===== src/hdl/joystick_sample_packet_framer_unit_defines.svh =====
// ----------------------------------------------------------------------------
// Joystick sample packet framer assertion macros
// Clocked property checks, compiled out when SYNTHESIS is set.
// ----------------------------------------------------------------------------
`ifndef JOYSTICK_SAMPLE_PACKET_FRAMER_UNIT_DEFINES_SVH
`define JOYSTICK_SAMPLE_PACKET_FRAMER_UNIT_DEFINES_SVH

`ifndef SYNTHESIS
// same-cycle implication, checked at every clock edge out of reset
`define JSPF_ASSERT_IMPL(lbl, ante, cons, msg) \
  lbl: assert property (@(posedge clk_i) disable iff (!rst_ni) (ante) |-> (cons)) \
    else $error(msg);
// next-cycle implication
`define JSPF_ASSERT_NEXT(lbl, ante, cons, msg) \
  lbl: assert property (@(posedge clk_i) disable iff (!rst_ni) (ante) |=> (cons)) \
    else $error(msg);
`else
`define JSPF_ASSERT_IMPL(lbl, ante, cons, msg)
`define JSPF_ASSERT_NEXT(lbl, ante, cons, msg)
`endif

`endif


===== src/hdl/jspf_pkg.sv =====
// ----------------------------------------------------------------------------
// Joystick sample packet framer package
// Packet layout constants, scaling constants and shared types.
// ----------------------------------------------------------------------------
`default_nettype none

package jspf_pkg;

  // packet layout
  localparam int unsigned PKT_LEN   = 18;
  localparam int unsigned SUM_LEN   = 16;
  localparam int unsigned SUM_POS   = 16;
  localparam logic [7:0]  PKT_SOF0  = 8'hA5;
  localparam logic [7:0]  PKT_SOF1  = 8'h5A;
  localparam logic [7:0]  PKT_PAD   = 8'h00;

  // scaling: value = raw * 10000 / 4095, division done as multiply by
  // ceil(2^38 / 4095) and shift right by 38 (exact for all 12-bit raws)
  localparam int unsigned RAW_W       = 12;
  localparam int unsigned PROD_W      = 26;
  localparam int unsigned VAL_W       = 14;
  localparam int unsigned RECIP_W     = 27;
  localparam int unsigned WIDE_W      = PROD_W + RECIP_W;
  localparam int unsigned RECIP_SHIFT = 38;
  localparam logic [PROD_W-1:0]  SCALE_NUM = 26'd10000;
  localparam logic [RECIP_W-1:0] RECIP_M   = 27'd67125253;

  // configuration register indexes
  localparam int unsigned CFG_IDX_W = 3;
  localparam logic [CFG_IDX_W-1:0] CFG_RIGHT_IDLE = 3'd0;
  localparam logic [CFG_IDX_W-1:0] CFG_LEFT_IDLE  = 3'd1;
  localparam logic [CFG_IDX_W-1:0] CFG_TOUCH_THR  = 3'd2;
  localparam logic [CFG_IDX_W-1:0] CFG_VERSION    = 3'd3;
  localparam int unsigned CFG_DATA_W = 16;

  // one byte position of the output chain
  typedef struct packed {
    logic [7:0] data;
    logic       last;
  } jspf_byte_t;

  // shift control shared by all chain cells
  typedef struct packed {
    logic advance;
    logic load;
  } jspf_shift_ctrl_t;

endpackage

`default_nettype wire


===== src/hdl/jspf_scale.sv =====
// ----------------------------------------------------------------------------
// Joystick sample scaling lane
// Two-stage constant multiply that turns a 12-bit reading into hundredths of
// a percent.
// ----------------------------------------------------------------------------
`default_nettype none

module jspf_scale (
  input  wire logic                       clk_i,
  input  wire logic                       s1_en_i,
  input  wire logic                       s2_en_i,
  input  wire logic [jspf_pkg::RAW_W-1:0] raw_i,
  output logic      [jspf_pkg::VAL_W-1:0] value_o
);
  import jspf_pkg::*;

  logic [PROD_W-1:0] prod_q;
  logic [WIDE_W-1:0] wide;
  logic [VAL_W-1:0]  value_q;

  // first stage: raw * 10000
  always_ff @(posedge clk_i) begin
    if (s1_en_i) begin
      prod_q <= PROD_W'(raw_i) * SCALE_NUM;
    end
  end

  // second stage: divide by 4095 through the reciprocal
  assign wide = WIDE_W'(prod_q) * WIDE_W'(RECIP_M);

  always_ff @(posedge clk_i) begin
    if (s2_en_i) begin
      value_q <= wide[RECIP_SHIFT +: VAL_W];
    end
  end

  assign value_o = value_q;

endmodule

`default_nettype wire


===== src/hdl/jspf_cell.sv =====
// ----------------------------------------------------------------------------
// Joystick packet chain cell
// Holds one packet byte; loads in parallel or takes its neighbor's byte.
// ----------------------------------------------------------------------------
`default_nettype none

module jspf_cell (
  input  wire logic                       clk_i,
  input  wire logic                       rst_ni,
  input  wire jspf_pkg::jspf_shift_ctrl_t ctrl_i,
  input  wire jspf_pkg::jspf_byte_t       load_i,
  input  wire jspf_pkg::jspf_byte_t       nbr_i,
  input  wire logic                       nbr_valid_i,
  output jspf_pkg::jspf_byte_t            byte_o,
  output logic                            valid_o
);
  import jspf_pkg::*;

  logic       valid_q;
  jspf_byte_t byte_q;

  // track occupancy
  always_ff @(posedge clk_i or negedge rst_ni) begin
    if (!rst_ni) begin
      valid_q <= 1'b0;
    end else if (ctrl_i.load) begin
      valid_q <= 1'b1;
    end else if (ctrl_i.advance) begin
      valid_q <= nbr_valid_i;
    end
  end

  // load a fresh packet byte or shift from the neighbor
  always_ff @(posedge clk_i) begin
    if (ctrl_i.load) begin
      byte_q <= load_i;
    end else if (ctrl_i.advance) begin
      byte_q <= nbr_i;
    end
  end

  assign valid_o = valid_q;
  assign byte_o  = byte_q;

endmodule

`default_nettype wire


===== src/hdl/joystick_sample_packet_framer_unit.sv =====
// ----------------------------------------------------------------------------
// Joystick sample packet framer
// Flow: a sample set is registered in stage 1, then stage 2, then loaded into
//   the 18-cell output byte chain; each step can stall. Throughput: one byte
//   per cycle when not stalled; the next packet loads as the pad byte leaves.
// Reset: asynchronous, clears sequence counter, stage and chain valid bits,
//   and restores the configuration registers to their defaults.
// ----------------------------------------------------------------------------
`default_nettype none
`include "joystick_sample_packet_framer_unit_defines.svh"

module joystick_sample_packet_framer_unit (
  input  wire logic                                 clk_i,
  input  wire logic                                 rst_ni,
  // configuration write channel
  input  wire logic                                 cfg_valid_i,
  output logic                                      cfg_ready_o,
  input  wire logic [jspf_pkg::CFG_IDX_W-1:0]       cfg_index_i,
  input  wire logic [jspf_pkg::CFG_DATA_W-1:0]      cfg_data_i,
  // sample set channel
  input  wire logic                                 in_valid_i,
  output logic                                      in_stall_o,
  input  wire logic [11:0]                          right_x_sample_i,
  input  wire logic [11:0]                          right_y_sample_i,
  input  wire logic [11:0]                          left_x_sample_i,
  input  wire logic [11:0]                          left_y_sample_i,
  input  wire logic                                 right_switch_level_i,
  input  wire logic                                 left_switch_level_i,
  input  wire logic [15:0]                          left_touch_reading_i,
  input  wire logic [15:0]                          right_touch_reading_i,
  // packet byte channel
  output logic                                      out_valid_o,
  input  wire logic                                 out_stall_i,
  output logic [7:0]                                wire_byte_o,
  output logic                                      last_byte_o
);
  import jspf_pkg::*;

  // configuration registers
  logic        right_idle_q;
  logic        left_idle_q;
  logic [15:0] touch_thr_q;
  logic [7:0]  version_q;

  logic        in_accept;
  logic [7:0]  seq_q;

  // stage 1 and stage 2 control and side data
  logic        s1_valid_q;
  logic        s1_move;
  logic [7:0]  s1_seq_q;
  logic [7:0]  s1_ver_q;
  logic [3:0]  s1_flags_q;
  logic        s2_valid_q;
  logic [7:0]  s2_seq_q;
  logic [7:0]  s2_ver_q;
  logic [3:0]  s2_flags_q;

  logic [RAW_W-1:0] raw [4];
  logic [VAL_W-1:0] val [4];

  logic [7:0]       pkt_b [PKT_LEN];
  logic [7:0]       csum;

  jspf_shift_ctrl_t ctrl;
  jspf_byte_t       cell_b [PKT_LEN];
  logic             cell_v [PKT_LEN];

  assign cfg_ready_o = 1'b1;

  // write configuration registers
  always_ff @(posedge clk_i or negedge rst_ni) begin
    if (!rst_ni) begin
      right_idle_q <= 1'b1;
      left_idle_q  <= 1'b1;
      touch_thr_q  <= 16'd30;
      version_q    <= 8'd1;
    end else if (cfg_valid_i && cfg_ready_o) begin
      unique case (cfg_index_i)
        CFG_RIGHT_IDLE: right_idle_q <= cfg_data_i[0];
        CFG_LEFT_IDLE:  left_idle_q  <= cfg_data_i[0];
        CFG_TOUCH_THR:  touch_thr_q  <= cfg_data_i[15:0];
        CFG_VERSION:    version_q    <= cfg_data_i[7:0];
        default: ;
      endcase
    end
  end

  // handshake and stage movement
  assign ctrl.advance = !cell_v[0] || !out_stall_i;
  assign ctrl.load    = s2_valid_q && ctrl.advance && !cell_v[1];
  assign s1_move      = s1_valid_q && (!s2_valid_q || ctrl.load);
  assign in_stall_o   = s1_valid_q && !s1_move;
  assign in_accept    = in_valid_i && !in_stall_o;

  // hold stage valid bits and the sequence counter
  always_ff @(posedge clk_i or negedge rst_ni) begin
    if (!rst_ni) begin
      seq_q      <= 8'd0;
      s1_valid_q <= 1'b0;
      s2_valid_q <= 1'b0;
    end else begin
      if (in_accept) begin
        seq_q <= seq_q + 8'd1;
      end
      if (in_accept) begin
        s1_valid_q <= 1'b1;
      end else if (s1_move) begin
        s1_valid_q <= 1'b0;
      end
      if (s1_move) begin
        s2_valid_q <= 1'b1;
      end else if (ctrl.load) begin
        s2_valid_q <= 1'b0;
      end
    end
  end

  // capture header fields and flags with the transaction, then advance them
  always_ff @(posedge clk_i) begin
    if (in_accept) begin
      s1_seq_q   <= seq_q;
      s1_ver_q   <= version_q;
      s1_flags_q <= {right_touch_reading_i < touch_thr_q,
                     left_touch_reading_i  < touch_thr_q,
                     left_switch_level_i  != left_idle_q,
                     right_switch_level_i != right_idle_q};
    end
    if (s1_move) begin
      s2_seq_q   <= s1_seq_q;
      s2_ver_q   <= s1_ver_q;
      s2_flags_q <= s1_flags_q;
    end
  end

  // scale the four stick readings
  assign raw[0] = right_x_sample_i;
  assign raw[1] = right_y_sample_i;
  assign raw[2] = left_x_sample_i;
  assign raw[3] = left_y_sample_i;

  for (genvar l = 0; l < 4; l++) begin : g_lane
    jspf_scale u_scale (
      .clk_i   (clk_i),
      .s1_en_i (in_accept),
      .s2_en_i (s1_move),
      .raw_i   (raw[l]),
      .value_o (val[l])
    );
  end

  // assemble packet bytes
  always_comb begin
    pkt_b[0] = PKT_SOF0;
    pkt_b[1] = PKT_SOF1;
    pkt_b[2] = s2_ver_q;
    pkt_b[3] = s2_seq_q;
    for (int k = 0; k < 4; k++) begin
      pkt_b[4 + 2*k] = val[k][7:0];
      pkt_b[5 + 2*k] = 8'(val[k][VAL_W-1:8]);
    end
    for (int k = 0; k < 4; k++) begin
      pkt_b[12 + k] = 8'(s2_flags_q[k]);
    end
    csum = 8'd0;
    for (int k = 0; k < SUM_LEN; k++) begin
      csum = csum ^ pkt_b[k];
    end
    pkt_b[SUM_POS]     = csum;
    pkt_b[PKT_LEN - 1] = PKT_PAD;
  end

  // output byte chain; cell 0 drives the output port
  for (genvar c = 0; c < PKT_LEN; c++) begin : g_cell
    jspf_byte_t load_b;
    jspf_byte_t nbr_b;
    logic       nbr_v;

    assign load_b.data = pkt_b[c];
    assign load_b.last = (c == PKT_LEN - 1);

    if (c == PKT_LEN - 1) begin : g_tail
      assign nbr_b = '0;
      assign nbr_v = 1'b0;
    end else begin : g_body
      assign nbr_b = cell_b[c + 1];
      assign nbr_v = cell_v[c + 1];
    end

    jspf_cell u_cell (
      .clk_i       (clk_i),
      .rst_ni      (rst_ni),
      .ctrl_i      (ctrl),
      .load_i      (load_b),
      .nbr_i       (nbr_b),
      .nbr_valid_i (nbr_v),
      .byte_o      (cell_b[c]),
      .valid_o     (cell_v[c])
    );
  end

  assign out_valid_o = cell_v[0];
  assign wire_byte_o = cell_b[0].data;
  assign last_byte_o = cell_b[0].last;

  // checks
  `JSPF_ASSERT_IMPL(a_last_ends_chain, out_valid_o && last_byte_o, !cell_v[1],
    "pad byte at output with more bytes queued behind it")
  `JSPF_ASSERT_IMPL(a_chain_packed, cell_v[PKT_LEN - 1], cell_v[0],
    "chain tail valid while output cell is empty")
  `JSPF_ASSERT_NEXT(a_seq_step, in_accept, seq_q == $past(seq_q) + 8'd1,
    "sequence counter did not step on a sample transaction")
  `JSPF_ASSERT_NEXT(a_packets_abut, out_valid_o && !out_stall_i && last_byte_o && s2_valid_q,
    out_valid_o && !last_byte_o, "queued packet did not follow the pad byte")

endmodule

`default_nettype wire

===== config.mk =====
export PLATFORM = sky130hd
export DESIGN_NAME = joystick_sample_packet_framer_unit
export DESIGN_NICKNAME = d
export VERILOG_FILES = /design/src/hdl/jspf_pkg.sv /design/src/hdl/jspf_scale.sv /design/src/hdl/jspf_cell.sv /design/src/hdl/joystick_sample_packet_framer_unit.sv
export VERILOG_INCLUDE_DIRS = /design/src /design/src/hdl
export SDC_FILE = /design/constraint.sdc
export NUM_CORES = 2
export LEC_CHECK = 0
export BUFFER_PORTS_ARGS = -buffer_cell sky130_fd_sc_hd__buf_2
export CAP_MARGIN = 25
export CORE_AREA = 2 2 260 262
export DETAILED_ROUTE_END_ITERATION = 7
export DIE_AREA = 0 0 262 264
export PLACE_DENSITY = 0.69
export SLEW_MARGIN = 5
export SYNTH_ARGS = -nofsm -noshare
export SYNTH_HDL_FRONTEND = slang
export SYNTH_HIERARCHICAL = 1
export SYNTH_SLANG_ARGS = --single-unit

===== constraint.sdc =====
create_clock -name clk_i -period 7.8 [get_ports clk_i]
set_input_delay 0.78 -clock clk_i [delete_from_list [all_inputs] [get_ports clk_i]]
set_output_delay 0.78 -clock clk_i [all_outputs]
set_load 0.03 [all_outputs]

==> results_dict.tcl <==
set metrics [dict create \
    yosysWarnings 6 \
    drtAntennaViolNets 0 \
    crit_required_ps 8120 \
    finalClockSkew_ps 24.9 \
    grt_usage_pct 21.2 \
    start_kind "register" \
    clk_pin_slew_ps 60 \
    synthesis.area_sq_um 36100 \
    yosys.area.top_type "ha_1" \
    nFillCells 5408 \
    gp_congestion 0.884 \
    reg2reg_depth 18 \
    hold_violations 0 \
    vias_per_cell 5.54 \
    async_flop_share_pct 13.5 \
    ios 118 \
    postCtsResizedCells 0 \
    grt_max_degree 146 \
    slew_violations 0 \
    dp_hpwl_mm 57.3 \
    worst_pin_slew_ps 1080 \
    firstDrtPassIters 7 \
    synthCells 2991 \
    drc 0 \
    design_area_sq_um 39500 \
    finalSetupViolCount 0 \
    cts_tree "built" \
    tns_ps 0 \
    cp_max_fo 8 \
    gr-usage-met2_pct 38.5 \
    grt-busiest-layer "met2" \
    rsz0062_at_grt "false" \
    grt_pass1_wl_mm 119 \
    worst_r2r_endpoint "g_lane[0].u_scale/value_o[13]" \
    wl_per_cell_um 17.2 \
    max-slew-margin-rel_pct 28.2 \
    path_class "reg2reg" \
    clock-root-buffer "clkbuf_16" \
    synth_edf_count 346 \
    fp.dieArea_sq_um 69200 \
    synth_ff_type "edfxtp_1" \
    rows 95 \
    yosysSeqAreaShare_pct 32.5 \
    die_height_um 264 \
    synth_top_area_share_pct 30.6 \
    clock_latency_ps 590 \
    synth-seq-cells 400 \
    synthTopCellsByArea "ha_1, edfxtp_1, fa_1" \
    place_area_sq_um 37900 \
    yosys-top-cells-count "ha_1, inv_1, edfxtp_1" \
    holdCritPathClass "in2async" \
    status "completed" \
    fin_crit_ps 5180 \
    wl_mm 71.0 \
    crit_arrival_ps 5500 \
    reg2reg_slack_ps 2620 \
    postSynthAreaPerCell_sq_um 12.1 \
    drt_iter0_drc 1181 \
    fmax_mhz 193 \
    die_x_um 262 \
    cts_max_level 2 \
    grt_use_met1_pct 26.4 \
    io_buffers 116 \
    maxCapViolations 0 \
    yosysMostFrequentCell "ha_1" \
    synth_cell_types 93 \
    fin_util_pct 59.3 \
    antenna_found_initial 1 \
    core_area_sq_um 66600 \
    fin_nets 4331 \
    endpoint_kind "register" \
    grt_pass1_vias 24600 \
    clkSinkCount 400 \
    holdBufCountCts 0 \
    cts_buffers 44 \
    worstReg2RegStart "g_lane[0].u_scale/prod_q[19]" \
    use_met3_pct 2.25 \
    cts_buffer_depth 3 \
    cts_setup_buffers 0 \
    areaGrowthSynthToFinish_pct 9.34 \
    fin_crit_sh_pct 66.4 \
    drive_gt1_share_pct 13.5 \
    initial_core_util_pct 54.3 \
    grt-ovfl-total 0 \
    vias 22900 \
]
## cell families after synthesis
family | after synthesis | synth area share, %
adders and majority gates | 1007 | 37.5
AOI/OAI and AO/OA | 426 | 8.17
and+or+nand+nor | 412 | 6.04
DFF | 400 | 32.5
buffers and inverters | 388 | 4.44
xor gates and xnor gates | 179 | 4.34
muxes | 177 | 7.01
other | 2 | 0.0208
## placed cells by master (no fill, tap or decap), drive strengths merged, types with 47 or more instances in the layout
cell and instances:
a21o 59, a21oi 129, buf 122, clkbuf 52, conb 89, dfrtp 47
edfxtp 346, fa 124, ha 883, inv 363, mux2 175, nand2 88
nand3 48, nor2 66, o21ai 86, xnor2 147
## metrics by stage
stage          setup slack, ps  std cells  hold slack [ps]
6_report                  2620       4127              311
5_1_grt                   2270       4127              369
4_1_cts                   2600       4126              314
3_5_place_dp              2620       4045              405
3_3_place_gp              2780       4045              401
2_1_floorplan             3130       3078              400
## critical path: stages (launching register included)
cell and delay [ps]:
edfxtp_1 520, ha_1 250, ha_1 290, ha_1 160, inv_1 60, fa_1 380
inv_1 80, fa_1 430, ha_1 310, ha_1 300, ha_1 330, nand4_1 120
nor3_1 60, a2111oi_0 480, o211ai_1 330, a32oi_2 340, a211oi_4 150, and3_1 210
xor2_1 130
## worst max path at each step
stage,startpoint,endpoint,slack (ps),depth (start not counted)
2_1_floorplan,left_y_sample_i[4],g_lane[3].u_scale/prod_q[24],3130,16
3_3_place_gp,g_lane[0].u_scale/prod_q[19],g_lane[0].u_scale/value_o[13],2780,18
3_5_place_dp,g_lane[0].u_scale/prod_q[19],g_lane[0].u_scale/value_o[13],2620,18
4_1_cts,g_lane[0].u_scale/prod_q[19],g_lane[0].u_scale/value_o[13],2600,18
5_1_grt,g_lane[0].u_scale/prod_q[19],g_lane[0].u_scale/value_o[13],2270,18
6_report,g_lane[0].u_scale/prod_q[19],g_lane[0].u_scale/value_o[13],2620,18
## state kept, by name, indices dropped and copies added, names as in the netlist, 4 cells and up
| signal | count |
|---|---|
| version_q | 8 |
| s1_ver_q | 8 |
| seq_q | 8 |
| touch_thr_q | 16 |
| s1_seq_q | 8 |
| g_cell.u_cell/byte_o | 162 |
| g_cell.u_cell/valid_o | 18 |
| g_lane.u_scale/value_o | 56 |
| s1_flags_q | 4 |
| g_lane.u_scale/prod_q | 88 |
| s2_flags_q | 4 |
| s2_ver_q | 8 |
| s2_seq_q | 8 |
## cell type report
type                    count  area [sq um]  area share, %
diodes                      1          2.50        0.00634
clock inverters            29           342          0.865
repair buffers            122           638           1.62
inverters                 360          1350           3.42
flip-flops and latches    400         11800           29.7
clock buffers              52          1210           3.07
multi-input cells        2290         23100           58.5
well taps                 873          1090           2.77
## per-layer routing
metal  up-vias  wire length [um]
li1      11300                 -
met1     11100             30900
met2       349             36300
met3       124              1960
met4         0              1830
met5         -                 0
Power is not shown: default switching activity piles up to over one toggle a cycle in this logic, so the estimate is an artifact.
